## config.mk

```make
export PLATFORM = sky130hd
export DESIGN_NAME = sensor_frame_checksum_parser_core
export DESIGN_NICKNAME = d
export VERILOG_FILES = /design/src/design/sfcp_pkg.sv /design/src/design/sfcp_frame_tracker.sv /design/src/design/sensor_frame_checksum_parser_core.sv
export SDC_FILE = /design/constraint.sdc
export NUM_CORES = 1
export LEC_CHECK = 0
export BUFFER_PORTS_ARGS = -buffer_cell sky130_fd_sc_hd__buf_4
export CAP_MARGIN = 20
export CELL_PAD_IN_SITES_DETAIL_PLACEMENT = 1
export CELL_PAD_IN_SITES_GLOBAL_PLACEMENT = 1
export CORE_ASPECT_RATIO = 0.6
export CORE_MARGIN = 1
export CORE_UTILIZATION = 40
export CTS_CLUSTER_DIAMETER = 100
export CTS_CLUSTER_SIZE = 16
export DETAILED_ROUTE_END_ITERATION = 6
export PLACE_DENSITY_LB_ADDON = 0.1
export SETUP_SLACK_MARGIN = 0.5
export SYNTH_ARGS = -nofsm -noshare
export SYNTH_HDL_FRONTEND = slang
export SYNTH_HIERARCHICAL = 1
export SYNTH_SLANG_ARGS = --single-unit
```

## constraint.sdc

```tcl
create_clock -name clk_i -period 6.7 [get_ports clk_i]
set_input_delay 1.34 -clock clk_i [delete_from_list [all_inputs] [get_ports clk_i]]
set_output_delay 1.34 -clock clk_i [all_outputs]
set_load 0.01 [all_outputs]
```

## src/design/sfcp_pkg.sv

```systemverilog
package sfcp_pkg;

  // Widths of the byte stream and of the reading.
  localparam int unsigned ByteW    = 8;
  localparam int unsigned ReadingW = 2 * ByteW;

  // Header value after reset.
  localparam logic [ByteW-1:0] HeaderReset = 8'h2C;

  // Result of one byte step, passed from the tracker to the result register.
  typedef struct packed {
    logic                emit;
    logic [ReadingW-1:0] reading;
    logic                checksum_ok;
  } sfcp_result_t;

endpackage

```

## src/design/sfcp_frame_tracker.sv

```systemverilog
module sfcp_frame_tracker
  import sfcp_pkg::*;
(
  input  logic             clk_i,
  input  logic             rst_ni,
  input  logic             step_i,
  input  logic [ByteW-1:0] byte_i,
  input  logic [ByteW-1:0] header_i,
  output sfcp_result_t     result_o
);

  // Frame position: the frame byte that the next step consumes.
  typedef enum logic [2:0] {
    POS_IDLE  = 3'd0,
    POS_HIGH  = 3'd1,
    POS_LOW   = 3'd2,
    POS_DATA3 = 3'd3,
    POS_DATA4 = 3'd4,
    POS_CHECK = 3'd5
  } pos_e;

  pos_e             pos_q, pos_d;
  logic [ByteW-1:0] sum_q, sum_d;
  logic [ByteW-1:0] high_q, high_d;
  logic [ByteW-1:0] low_q, low_d;

  // Position update, running sum and capture of the reading bytes.
  always_comb begin
    pos_d    = pos_q;
    sum_d    = sum_q;
    high_d   = high_q;
    low_d    = low_q;
    result_o = '{emit: 1'b0, reading: {high_q, low_q}, checksum_ok: 1'b0};
    if (step_i) begin
      case (pos_q)
        POS_HIGH: begin
          high_d = byte_i;
          sum_d  = sum_q + byte_i;
          pos_d  = POS_LOW;
        end
        POS_LOW: begin
          low_d = byte_i;
          sum_d = sum_q + byte_i;
          pos_d = POS_DATA3;
        end
        POS_DATA3: begin
          sum_d = sum_q + byte_i;
          pos_d = POS_DATA4;
        end
        POS_DATA4: begin
          sum_d = sum_q + byte_i;
          pos_d = POS_CHECK;
        end
        POS_CHECK: begin
          result_o.emit        = 1'b1;
          result_o.checksum_ok = (byte_i == sum_q);
          pos_d                = POS_IDLE;
        end
        default: begin
          // Hunting for the header; anything else is dropped.
          if (byte_i == header_i) begin
            sum_d = byte_i;
            pos_d = POS_HIGH;
          end else begin
            pos_d = POS_IDLE;
          end
        end
      endcase
    end
  end

  // Frame position is control state and is cleared by reset.
  always_ff @(posedge clk_i or negedge rst_ni) begin
    if (!rst_ni) begin
      pos_q <= POS_IDLE;
    end else begin
      pos_q <= pos_d;
    end
  end

  // Sum and reading bytes are always written before they are used.
  always_ff @(posedge clk_i) begin
    sum_q  <= sum_d;
    high_q <= high_d;
    low_q  <= low_d;
  end

endmodule

```

## src/design/sensor_frame_checksum_parser_core.sv

```systemverilog
// Six-byte sensor frame parser. Received bytes enter an input register and
// are consumed one per cycle, unless stalled, by the frame tracker, which
// drops bytes until the header value arrives, then collects the reading bytes
// and an 8-bit running sum; the sixth frame byte loads the result register
// with the reading and the checksum flag. A byte request is taken every cycle
// unless stalled. The input side is stalled only while the input register
// holds a byte and the result register holds a stalled result. The user must
// write the header value through the configuration port only while no bytes
// are in flight; the block does not enforce this.
module sensor_frame_checksum_parser_core
  import sfcp_pkg::*;
(
  input  logic                clk_i,
  input  logic                rst_ni,
  input  logic                cfg_wr_en_i,
  input  logic [ByteW-1:0]    cfg_wr_data_i,
  input  logic                in_valid_i,
  output logic                in_stall_o,
  input  logic [ByteW-1:0]    rx_byte_i,
  output logic                out_valid_o,
  input  logic                out_stall_i,
  output logic [ReadingW-1:0] reading_o,
  output logic                checksum_ok_o
);

  logic [ByteW-1:0]    header_q;
  logic                in_vld_q, in_vld_d;
  logic [ByteW-1:0]    in_byte_q;
  logic                out_vld_q, out_vld_d;
  logic [ReadingW-1:0] reading_q;
  logic                ok_q;
  logic                in_take;
  logic                advance;
  sfcp_result_t        result;

  // The buffered byte moves on whenever the result register can take a result.
  assign advance    = in_vld_q && !(out_vld_q && out_stall_i);
  assign in_stall_o = in_vld_q && out_vld_q && out_stall_i;
  assign in_take    = in_valid_i && !in_stall_o;

  // Header register.
  always_ff @(posedge clk_i or negedge rst_ni) begin
    if (!rst_ni) begin
      header_q <= HeaderReset;
    end else if (cfg_wr_en_i) begin
      header_q <= cfg_wr_data_i;
    end
  end

  // Frame position, sum and reading bytes.
  sfcp_frame_tracker u_tracker (
    .clk_i    (clk_i),
    .rst_ni   (rst_ni),
    .step_i   (advance),
    .byte_i   (in_byte_q),
    .header_i (header_q),
    .result_o (result)
  );

  // Valid flags of the input and result registers.
  always_comb begin
    in_vld_d = in_vld_q;
    if (in_take) begin
      in_vld_d = 1'b1;
    end else if (advance) begin
      in_vld_d = 1'b0;
    end
    out_vld_d = out_vld_q;
    if (advance) begin
      out_vld_d = result.emit;
    end else if (out_vld_q && !out_stall_i) begin
      out_vld_d = 1'b0;
    end
  end

  always_ff @(posedge clk_i or negedge rst_ni) begin
    if (!rst_ni) begin
      in_vld_q  <= 1'b0;
      out_vld_q <= 1'b0;
    end else begin
      in_vld_q  <= in_vld_d;
      out_vld_q <= out_vld_d;
    end
  end

  // Payload registers.
  always_ff @(posedge clk_i) begin
    if (in_take) begin
      in_byte_q <= rx_byte_i;
    end
    if (advance && result.emit) begin
      reading_q <= result.reading;
      ok_q      <= result.checksum_ok;
    end
  end

  assign out_valid_o   = out_vld_q;
  assign reading_o     = reading_q;
  assign checksum_ok_o = ok_q;

endmodule

```

==> flow_summary.rst, run 1 <==
.. list-table::
   :header-rows: 1

   * - Metric
     - Value
   * - Worst hold-check path type
     - reg2reg
   * - Total global-route track usage
     - 0.176
   * - Type of the worst setup path
     - in2out
   * - Delay of the slowest cell on the worst path
     - about 140 ps
   * - Fin Hold WS
     - 417 ps
   * - Most common cell after layout, fill and taps aside
     - sky130_fd_sc_hd__edfxtp_1
   * - Detailed Route Iter0 Violations
     - 110
   * - Final net count
     - roughly 250
   * - IO Pins
     - 40
   * - Die width
     - around 110 um
   * - Maximum fanout encountered on the critical timing path
     - 3
   * - Type of origin of the critical path
     - primary input
   * - Starting Density
     - 0.426
   * - Post-cts sizing count
     - 0
   * - Antenna viol nets, final
     - 0
   * - Post-CTS Setup Repair Bufs
     - 0
   * - Flip-flop cell with the highest count after synthesis
     - sky130_fd_sc_hd__edfxtp_1
   * - Final setup violating endpoints
     - 0
   * - Clock latency on the worst-skew pair
     - around 330 ps
   * - Relative area change from synthesis to final layout
     - 22.1%
   * - DIE AREA
     - 7020 um2
   * - End point of the critical path
     - in_stall_o
   * - Share of cells above drive strength 1
     - 0.319
   * - Skew final
     - roughly 6.7 ps
   * - Number of buffers inserted during clock tree synthesis
     - 9
   * - Weighted congestion reported at the end of routability-driven placement
     - 0.784
   * - Launching instance or port of the critical path
     - out_stall_i
   * - Die span in y
     - approximately 65 um
   * - Placeable core region
     - 6280 um2
   * - Result of the run
     - completed
   * - #FFs+latches synth
     - 62
   * - Final setup TNS
     - 0 ps
   * - Residual DRC count
     - 0
   * - Depth of the CTS H-tree
     - 3
   * - Smallest setup slack after layout
     - 3600 ps
   * - Hold wc startpoint
     - u_tracker/low_q[7]
   * - Number of synthesis warnings
     - 6
   * - Number of library cell types mapped by synthesis
     - 44
   * - Critical-path cell with the highest stage delay
     - sky130_fd_sc_hd__buf_4
   * - Critical Path RT
     - between 5000 and 6000 ps
   * - Clock tree from TritonCTS
     - yes
   * - Crit path time final
     - a little over 3000 ps
   * - Grt total ovfl
     - 0
   * - Netlist area before placement
     - around 2700 um2
   * - Power Density
     - 393 nW/um2
   * - Placement Setup Slack
     - between 3000 and 4000 ps
   * - Data arrival, critical path
     - approximately 1800 ps
   * - Highest-count cells in the layout ignoring fill and taps
     - sky130_fd_sc_hd__edfxtp_1 (49), sky130_fd_sc_hd__buf_4 (41), sky130_fd_sc_hd__nand2_1 (13), sky130_fd_sc_hd__dfrtp_1 (10)
   * - Global-route wire length before repair
     - 8790 um
   * - Setup repair after global routing missed its margin
     - false
   * - Hold buffer count at CTS
     - 0
   * - Max-Cap Viols
     - 0
   * - Per-cell routed wire length
     - 17.6 um
   * - Worst reg-to-reg path cell count
     - 5
   * - Clock slew at the register clock pins of the worst setup and hold paths
     - roughly 70 ps
   * - Slew Limit Fails
     - 0
   * - Cell count after synthesis
     - roughly 180
   * - Synth async-reset ratio
     - 0.210
   * - Inserted Diodes
     - 0
   * - Overall power after layout
     - roughly 1.3 mW
   * - DP Wirelength
     - approximately 4100 um
   * - Number of clock sinks
     - between 60 and 70
   * - Category of the worst setup path capture point
     - output pin
   * - Tightest slew margin relative to the limit
     - 0.298
   * - Register-to-register setup slack
     - 4370 ps
   * - Capture point of the worst reg-to-reg path
     - u_tracker/sum_q[0]
   * - Leak
     - ~1.3 nW
   * - Synthesized area per cell
     - roughly 15 um2
   * - Count of buffers inserted at the top-level ports
     - 39
   * - Via density
     - around 5.0
   * - Syn_nets
     - roughly 200
   * - Final worst-path cycle share
     - 0.462
   * - Via count of the first global-routing pass
     - about 1,700
   * - Critical register-to-register path startpoint
     - in_byte_q[7]
   * - DR pass1 iterations
     - 4
   * - Worst path cell trace
     - buf_4 > nand3_1 > inv_1 > buf_4
   * - Number of synthesized flops with an enable pin
     - ~50
   * - Sequential share of the synthesized area
     - 0.674
   * - Pin count of the biggest net entering global routing
     - 22
   * - Worst-case vdd ir drop
     - about 0.12 mV
   * - Wirelength, routed
     - between 5000 and 6000 um
   * - Final Hold Vio Count
     - 0
   * - Clock root buffer
     - sky130_fd_sc_hd__clkbuf_8
   * - Upper clock frequency limit
     - between 300 and 400 MHz
   * - Tightest Pin Transition
     - 1050 ps
   * - Crit path top cell by count
     - sky130_fd_sc_hd__buf_4
   * - Number of vias after detailed routing
     - 1,580
   * - Initial antenna violation count
     - 0
   * - Standard-cell rows
     - 22
   * - Number of buffers on the longest clock path
     - 2
cell usage after synthesis (all sizes together) (3+ instances only):
cell type / instances / area (um2)
nor4b: 4 / 35.0
mux2: 9 / 131
dfstp: 3 / 78.8
xor2: 4 / 42.6
dfrtp: 10 / 250
ha: 7 / 87.6
buf: 5 / 46.3
nor3: 3 / 15.0
a21oi: 5 / 25.0
edfxtp: 49 / 1470
o21ai: 12 / 63.8
xnor2: 9 / 78.8
nor3b: 4 / 30.0
a211oi: 3 / 22.5
nand2: 13 / 48.8
nor2: 3 / 18.8
inv: 7 / 26.3
nand3: 3 / 15.0
through the flow:
stage	instance area, um2	util	std cells
after floorplan	2670	-	177
after global placement	3030	0.483	296
after detailed placement	3030	0.483	296
after CTS	3260	0.519	312
after global routing	3260	0.520	313
final	3260	0.520	313
report_power, final:
group	internal [mW]	switching [mW]
clock	0.210	0.147
combinational	0.151	0.207
sequential	0.512	0.0531
total	0.873	0.407
cells by family after synthesis:
logic type               count (synthesis)  synth area share
adder cells (fa/ha/maj)                  8            0.0403
AND/OR/NAND/NOR                         42            0.0941
multiplexers                             9            0.0492
XOR/XNOR                                13            0.0454
AO/OA/AOI/OAI                           30            0.0684
buffers and inverters                   13            0.0286
flip-flops                              62             0.674
worst min-delay path by stage:
stage / to / depth (start not counted)
2_1_floorplan: reading_o[0] / 0
3_3_place_gp: reading_o[2] / 0
3_5_place_dp: reading_o[7] / 0
4_1_cts: reading_o[7] / 0
5_1_grt: reading_o[9] / 0
6_report: reading_o[7] / 0
cell type report:
| type | count | area [um2] |
|---|---|---|
| Fill cell | 637 | 3020 |
| Timing Repair Buffer | 42 | 313 |
| Clock buffer | 9 | 124 |
| Clock inverter | 7 | 97.6 |
| Tap cell | 84 | 105 |
| Multi-Input combinational cell | 102 | 795 |
| Inverter | 7 | 26.3 |
| Sequential cell | 62 | 1800 |
registers in the layout, summed over array words and instances (netlist names):
register	count
header_q	8
checksum_ok_o	1
u_tracker/pos_q	3
u_tracker/sum_q	8
reading_o	16
u_tracker/low_q	8
out_valid_o	1
u_tracker/high_q	8
in_byte_q	8
in_vld_q	1
metal layers:
| metal | track usage | vias to the layer above | share of wire |
|---|---|---|---|
| met1 | 0.223 | 769 | 0.47 |
| met5 | 0 | - | 0 |
| met4 | 0.0616 | 0 | 0.014 |
| met3 | 0.0565 | 8 | 0.051 |
| met2 | 0.286 | 48 | 0.47 |
| li1 | - | 755 | - |
critical path, delay by kind of cell:
| kind | cells | cell delay, ps |
|---|---|---|
| and+or+nand+nor | 1 | 110 |
| buffers and inverters | 3 | 310 |
Power figures use the tool's default switching activity.
==> run 2, diff against run 1 <==
==> constraint.sdc (replaced) <==
create_clock -name clk_i -period 2.64 [get_ports clk_i]
set_input_delay 0.528 -clock clk_i [delete_from_list [all_inputs] [get_ports clk_i]]
set_output_delay 0.528 -clock clk_i [all_outputs]
set_load 0.01 [all_outputs]
==> run 2 against run 1 <==
Against the previous run:
- sequential share of layout area down 0.23 points
- power grew to 2.5 times the previous value
- via count up 0.89%
- register-to-register slack lost 3800 ps
==> flow_summary.rst, run 2 (synthesis results as in run 1) <==
.. list-table::
   :header-rows: 1

   * - Metric
     - Value
   * - Critical register-to-register path startpoint
     - in_byte_q[0]
   * - DP Wirelength
     - 3930 um (-3.8%)
   * - Data arrival, critical path
     - 2270 ps (+510 ps)
   * - Clock latency on the worst-skew pair
     - 340 ps (about the same)
   * - Global Route met2 Usage
     - 0.272 (-0.0144)
   * - Relative area change from synthesis to final layout
     - 22.6%
   * - Worst reg-to-reg path cell count
     - 8 (+3)
   * - Inserted Diodes
     - 0 (unchanged)
   * - DIE AREA
     - 7020 um2 (unchanged)
   * - Via count of the first global-routing pass
     - 1,696 (+1.9%)
   * - IO Pins
     - 40 (unchanged)
   * - Final setup TNS
     - 0 ps (unchanged)
   * - Crit path time final
     - 2060 ps
   * - Type of the worst setup path
     - reg2reg
   * - Number of buffers inserted during clock tree synthesis
     - 9 (unchanged)
   * - Tightest Pin Transition
     - 421 ps (-627 ps)
   * - Depth of the CTS H-tree
     - 3 (unchanged)
   * - Power Density
     - 983 nW/um2 (+150%)
   * - Placeable core region
     - 6280 um2 (unchanged)
   * - Final worst-path cycle share
     - 0.781
   * - Die width
     - 108 um (unchanged)
   * - Highest-count cells in the layout ignoring fill and taps
     - sky130_fd_sc_hd__edfxtp_1 (49), sky130_fd_sc_hd__buf_4 (45), sky130_fd_sc_hd__nand2_1 (13), sky130_fd_sc_hd__dfrtp_1 (10)
   * - Leak
     - 1.26 nW (-0.21%)
   * - Antenna viol nets, final
     - 0 (unchanged)
   * - Clock root buffer
     - sky130_fd_sc_hd__clkbuf_8
   * - Critical Path RT
     - 2840 ps (-2520 ps)
   * - Standard-cell rows
     - 22 (unchanged)
   * - Total global-route track usage
     - 0.176 (-0.000667)
   * - Capture point of the worst reg-to-reg path
     - u_tracker/sum_q[6]
   * - Fin Hold WS
     - 16.6 ps (-400 ps)
   * - Die span in y
     - 65.3 um (unchanged)
   * - Placement Setup Slack
     - 436 ps (-3150 ps)
   * - Wirelength, routed
     - 5360 um (-3.0%)
   * - Type of origin of the critical path
     - register
   * - Fill cell total of the finished layout
     - 634 (-0.47%)
   * - Register-to-register setup slack
     - 580 ps (-3790 ps)
   * - Number of vias after detailed routing
     - 1,594 (+0.89%)
   * - Grt total ovfl
     - 0 (unchanged)
   * - DR pass1 iterations
     - 4 (unchanged)
   * - Share of cells above drive strength 1
     - 0.341 (+0.0217)
   * - Final setup violating endpoints
     - 0 (unchanged)
   * - Slew Limit Fails
     - 0 (unchanged)
   * - Met1 Usage GRT
     - 0.227 (+0.00391)
   * - Smallest setup slack after layout
     - 579 ps (-3020 ps)
   * - Detailed Route Iter0 Violations
     - 35 (-68%)
   * - Pin count of the biggest net entering global routing
     - 21 (-4.5%)
   * - Initial antenna violation count
     - 0 (unchanged)
   * - GR met3 Demand/Resource
     - 0.0506 (-0.00595)
   * - Worst hold-check path type
     - in2async
   * - Global-route wire length before repair
     - 8630 um (-1.9%)
   * - Worst-case vdd ir drop
     - 0.490 mV (+290%)
   * - Final Hold Vio Count
     - 0 (unchanged)
   * - Setup repair after global routing missed its margin
     - true
   * - Starting Density
     - 0.426 (unchanged)
   * - Per-cell routed wire length
     - 17.0 um (-3.9%)
   * - Count of buffers inserted at the top-level ports
     - 39 (unchanged)
   * - Number of buffers on the longest clock path
     - 2 (unchanged)
   * - Category of the worst setup path capture point
     - register
   * - Maximum fanout encountered on the critical timing path
     - 4 (+1)
   * - Most common cell after layout, fill and taps aside
     - sky130_fd_sc_hd__edfxtp_1
   * - Number of clock sinks
     - 62 (unchanged)
   * - Max-Cap Viols
     - 0 (unchanged)
   * - Skew final
     - 10.0 ps (+3.32 ps)
   * - Clock slew at the register clock pins of the worst setup and hold paths
     - 80 ps (about the same)
   * - Via density
     - 5.04 (about the same)
   * - Final net count
     - 256 (+1.2%)
   * - Flip-flop count of the largest register, all copies and words added
     - 16 (unchanged)
   * - Tightest slew margin relative to the limit
     - 0.720 (+0.421)
   * - Residual DRC count
     - 0 (unchanged)
   * - Most utilized layer in the global route result
     - met2
   * - Clock tree from TritonCTS
     - yes
   * - Upper clock frequency limit
     - slightly below 500 MHz
   * - Weighted congestion reported at the end of routability-driven placement
     - 0.788 (+0.61%)
   * - Overall power after layout
     - 3.22 mW (+150%)
   * - Result of the run
     - completed
## run 2: cell count changes in the layout (fill, tap and decap cells not counted), sizes merged
cell and delta:
clkinv -1, buf +3, clkinvlp +2, bufinv -1
## run 2: worst max-delay path by stage
| stage | from | to | depth (start not counted) |
|---|---|---|---|
| 2_1_floorplan | out_stall_i | u_tracker/low_q[0] | 3 |
| 3_3_place_gp | out_stall_i | reading_o[12] | 8 |
| 3_5_place_dp | out_stall_i | reading_o[14] | 8 |
| 4_1_cts | in_byte_q[0] | u_tracker/sum_q[6] | 8 |
| 5_1_grt | in_byte_q[0] | u_tracker/sum_q[6] | 8 |
| 6_report | in_byte_q[0] | u_tracker/sum_q[6] | 8 |
## run 2: power by group
group          internal (mW)  leakage (nW)  switching (mW)  total, mW
combinational          0.419         0.565           0.540      0.959
sequential              1.30         0.605           0.133       1.43
clock                  0.437        0.0895           0.393      0.830
total                   2.15          1.26            1.07       3.22
## run 2: layout make-up
| type | count | area [um2] | share of cell area |
|---|---|---|---|
| Clock buffer | 9 | 124 | 0.0378 |
| Inverter | 7 | 26.3 | 0.00802 |
| Multi-Input combinational cell | 102 | 807 | 0.246 |
| Clock inverter | 7 | 73.8 | 0.0225 |
| Sequential cell | 62 | 1800 | 0.550 |
| Timing Repair Buffer | 45 | 338 | 0.103 |
| Tap cell | 84 | 105 | 0.0321 |
## run 2: routing by layer
layer | share of wire | up-vias
met5 | 0 | -
met4 | 0.012 | 0
met3 | 0.055 | 5
met2 | 0.45 | 41
met1 | 0.48 | 790
li1 | - | 758
## run 2: what timing repair did
| item | CTS | global route |
|---|---|---|
| setup buffers | 0 | 1 |
| hold endpoints to repair | 0 | 0 |
| setup endpoints to repair | 0 | 19 |
| hold buffers | 0 | 0 |
| resized for setup | 0 | 2 |
## run 2: critical path, stage by stage, from the launching register on
cell and delay (ps):
sky130_fd_sc_hd__edfxtp_1 460, sky130_fd_sc_hd__ha_1 280, sky130_fd_sc_hd__inv_1 80, sky130_fd_sc_hd__fa_1 240, sky130_fd_sc_hd__nor2b_4 50, sky130_fd_sc_hd__o21ai_2 160, sky130_fd_sc_hd__a21boi_2 90, sky130_fd_sc_hd__or4_1 470
sky130_fd_sc_hd__nand3_1 100
## run 2: through the flow
step | cell area, um2 | std cells | utilization
after global placement | 3060 | 299 | 0.488
after detailed placement | 3060 | 299 | 0.488
after CTS | 3260 | 315 | 0.519
after floorplan | 2680 | 177 | -
after global routing | 3270 | 316 | 0.522
final | 3270 | 316 | 0.522
==> run 3, diff against run 2 <==
==> constraint.sdc (replaced) <==
create_clock -name clk_i -period 1.7 [get_ports clk_i]
set_input_delay 0.34 -clock clk_i [delete_from_list [all_inputs] [get_ports clk_i]]
set_output_delay 0.34 -clock clk_i [all_outputs]
set_load 0.01 [all_outputs]
==> run 3 against run 2 <==
Against the previous run:
- the run now ends with setup timing left
- clock power increased by 93%
- die area unchanged
- clock skew increased by 7.2 ps
- sequential power increased by 59%
- critical path depth unchanged
- critical endpoint unchanged
- largest cell class unchanged
==> flow_summary.rst, run 3 (synthesis results as in run 1) <==
.. list-table::
   :header-rows: 1

   * - Metric
     - Value
   * - Clock root buffer
     - sky130_fd_sc_hd__clkbuf_8
   * - Slew Limit Fails
     - 0 (unchanged)
   * - Final setup TNS
     - -5770 ps (-5770 ps)
   * - Type of origin of the critical path
     - register
   * - Placement Setup Slack
     - -207 ps (-643 ps)
   * - Data arrival, critical path
     - 2100 ps (-170 ps)
   * - Critical Path RT
     - 1800 ps (-1040 ps)
   * - Category of the worst setup path capture point
     - register
   * - Inserted Diodes
     - 0 (unchanged)
   * - Tightest slew margin relative to the limit
     - 0.617 (-0.103)
   * - Residual DRC count
     - 0 (unchanged)
   * - Final setup violating endpoints
     - 50 (+50)
   * - Worst hold-check path type
     - in2reg
   * - Number of clock sinks
     - 62 (unchanged)
   * - Final net count
     - 319 (+25%)
   * - Flip-flop count of the largest register, all copies and words added
     - 16 (unchanged)
   * - Standard-cell rows
     - 22 (unchanged)
   * - Relative area change from synthesis to final layout
     - 63.9%
   * - GR met3 Demand/Resource
     - 0.0764 (+0.0258)
   * - Clock tree from TritonCTS
     - yes
   * - Antenna viol nets, final
     - 0 (unchanged)
   * - Die width
     - 108 um (unchanged)
   * - Upper clock frequency limit
     - 500 MHz (+3.0%)
   * - Smallest setup slack after layout
     - -302 ps (-881 ps)
   * - Failing checks
     - setup timing
   * - IO Pins
     - 40 (unchanged)
   * - Weighted congestion reported at the end of routability-driven placement
     - 0.879 (+12%)
   * - Via count of the first global-routing pass
     - 2,237 (+32%)
   * - Global Route met2 Usage
     - 0.494 (+0.222)
   * - Detailed Route Iter0 Violations
     - 202 (+480%)
   * - Overall power after layout
     - 6.98 mW (+120%)
   * - Pin count of the biggest net entering global routing
     - 21 (unchanged)
   * - Tightest Pin Transition
     - 567 ps (+146 ps)
   * - Most utilized layer in the global route result
     - met2
   * - Grt total ovfl
     - 0 (unchanged)
   * - DP Wirelength
     - 4340 um (+11%)
   * - Most common cell after layout, fill and taps aside
     - sky130_fd_sc_hd__buf_4
   * - Die span in y
     - 65.3 um (unchanged)
   * - Number of buffers on the longest clock path
     - 2 (unchanged)
   * - Number of buffers inserted during clock tree synthesis
     - 9 (unchanged)
   * - Per-cell routed wire length
     - 26.9 um (+59%)
   * - Global-route wire length before repair
     - 13,500 um (+57%)
   * - Highest-count cells in the layout ignoring fill and taps
     - sky130_fd_sc_hd__buf_4 (52), sky130_fd_sc_hd__buf_6 (50), sky130_fd_sc_hd__edfxtp_1 (49), sky130_fd_sc_hd__clkbuf_8 (9), sky130_fd_sc_hd__nand2_1 (9)
   * - Worst reg-to-reg path cell count
     - 8 (unchanged)
   * - Hold Path Depth
     - 1
   * - Type of the worst setup path
     - reg2reg
   * - Clock slew at the register clock pins of the worst setup and hold paths
     - 80 ps (about the same)
   * - Maximum fanout encountered on the critical timing path
     - 3 (-1)
   * - Setup repair after global routing missed its margin
     - true
   * - Depth of the CTS H-tree
     - 3 (unchanged)
   * - Clock latency on the worst-skew pair
     - 360 ps (+20 ps)
   * - Share of cells above drive strength 1
     - 0.624 (+0.283)
   * - Number of vias after detailed routing
     - 2,109 (+32%)
   * - Placeable core region
     - 6280 um2 (unchanged)
   * - DR pass1 iterations
     - 4 (unchanged)
   * - Result of the run
     - complete, but fails checks
   * - Starting Density
     - 0.426 (unchanged)
   * - Met1 Usage GRT
     - 0.338 (+0.111)
   * - Via density
     - 5.56 (+10%)
   * - Skew final
     - 17.2 ps (+7.15 ps)
   * - Max-Cap Viols
     - 0 (unchanged)
   * - Count of buffers inserted at the top-level ports
     - 39 (unchanged)
   * - Crit path time final
     - 2000 ps (-59.1 ps)
   * - Final Hold Vio Count
     - 0 (unchanged)
   * - Wirelength, routed
     - 10,200 um (+90%)
   * - Worst-case vdd ir drop
     - 0.817 mV (+67%)
   * - Final worst-path cycle share
     - 1.18 (+0.397)
   * - DIE AREA
     - 7020 um2 (unchanged)
   * - Total global-route track usage
     - 0.282 (+0.106)
   * - Initial antenna violation count
     - 0 (unchanged)
   * - Power Density
     - 1590 nW/um2 (+62%)
   * - Leak
     - 1.75 nW (+39%)
-- run 3: changes by cell type in the layout (fill, tap and decap cells not counted), sizes merged --
cell         before  now
buf              45  107
bufinv            1    2
clkinv            2    3
clkinvlp          3    0
dlygate4sd3       0    1
inv               8    9
-- run 3: critical path: stages (launching register included) --
cell	delay (ps)
sky130_fd_sc_hd__edfxtp_1	460
sky130_fd_sc_hd__ha_4	210
sky130_fd_sc_hd__inv_2	50
sky130_fd_sc_hd__fa_2	390
sky130_fd_sc_hd__nor2b_4	160
sky130_fd_sc_hd__o21ai_4	70
sky130_fd_sc_hd__a21boi_2	200
sky130_fd_sc_hd__or4_4	160
sky130_fd_sc_hd__nand3_2	50
-- run 3: report_power, final --
group	switching (mW)	total [mW]	internal, mW
combinational	1.62	3.10	1.48
clock	0.749	1.60	0.849
sequential	0.255	2.28	2.02
total	2.63	6.98	4.35
-- run 3: layer usage --
metal,wire [um],share of wire
met5,0,0
met4,319,0.031
met3,648,0.064
met2,5160,0.51
met1,4080,0.40
-- run 3: final timing paths --
path	from	endpoint	slack, ps
setup / recovery	in_byte_q[0]	u_tracker/sum_q[6]	-300
hold / removal	rx_byte_i[2]	in_byte_q[2]	160
setup reg to reg	in_byte_q[0]	u_tracker/sum_q[6]	-300
hold reg to reg	u_tracker/low_q[7]	reading_o[7]	430
max in group asynchronous	rst_ni	header_q[3]	1030
min in group asynchronous	rst_ni	out_valid_o	410
-- run 3: what timing repair did --
action | CTS | global route
buffers inserted | 25 | 11
endpoints found under the setup margin | 79 | 81
endpoints found under the hold margin | 10 | 0
resized for setup | 70 | 25
gates cloned | 2 | 0
pin swaps | 25 | 13
hold buffers | 1 | 0
-- run 3: final cells by class --
type                    instances  area [um2]
clock buffers                   9         124
clock inverters                 7         106
fillers                       553        1900
inverters                       7        26.3
multi-input cells             102        1130
flip-flops and latches         62        1800
well taps                      84         105
repair buffers                108        1080
-- run 3: per-stage QoR --
step / std cells / hold WS [ps] / util / area (um2)
after CTS: 368 / 151 / 0.667 / 4190
after global placement: 324 / 190 / 0.540 / 3390
after detailed placement: 324 / 203 / 0.540 / 3390
after global routing: 379 / 149 / 0.698 / 4380
final: 379 / 162 / 0.698 / 4380
after floorplan: 177 / 44.4 / - / 2790
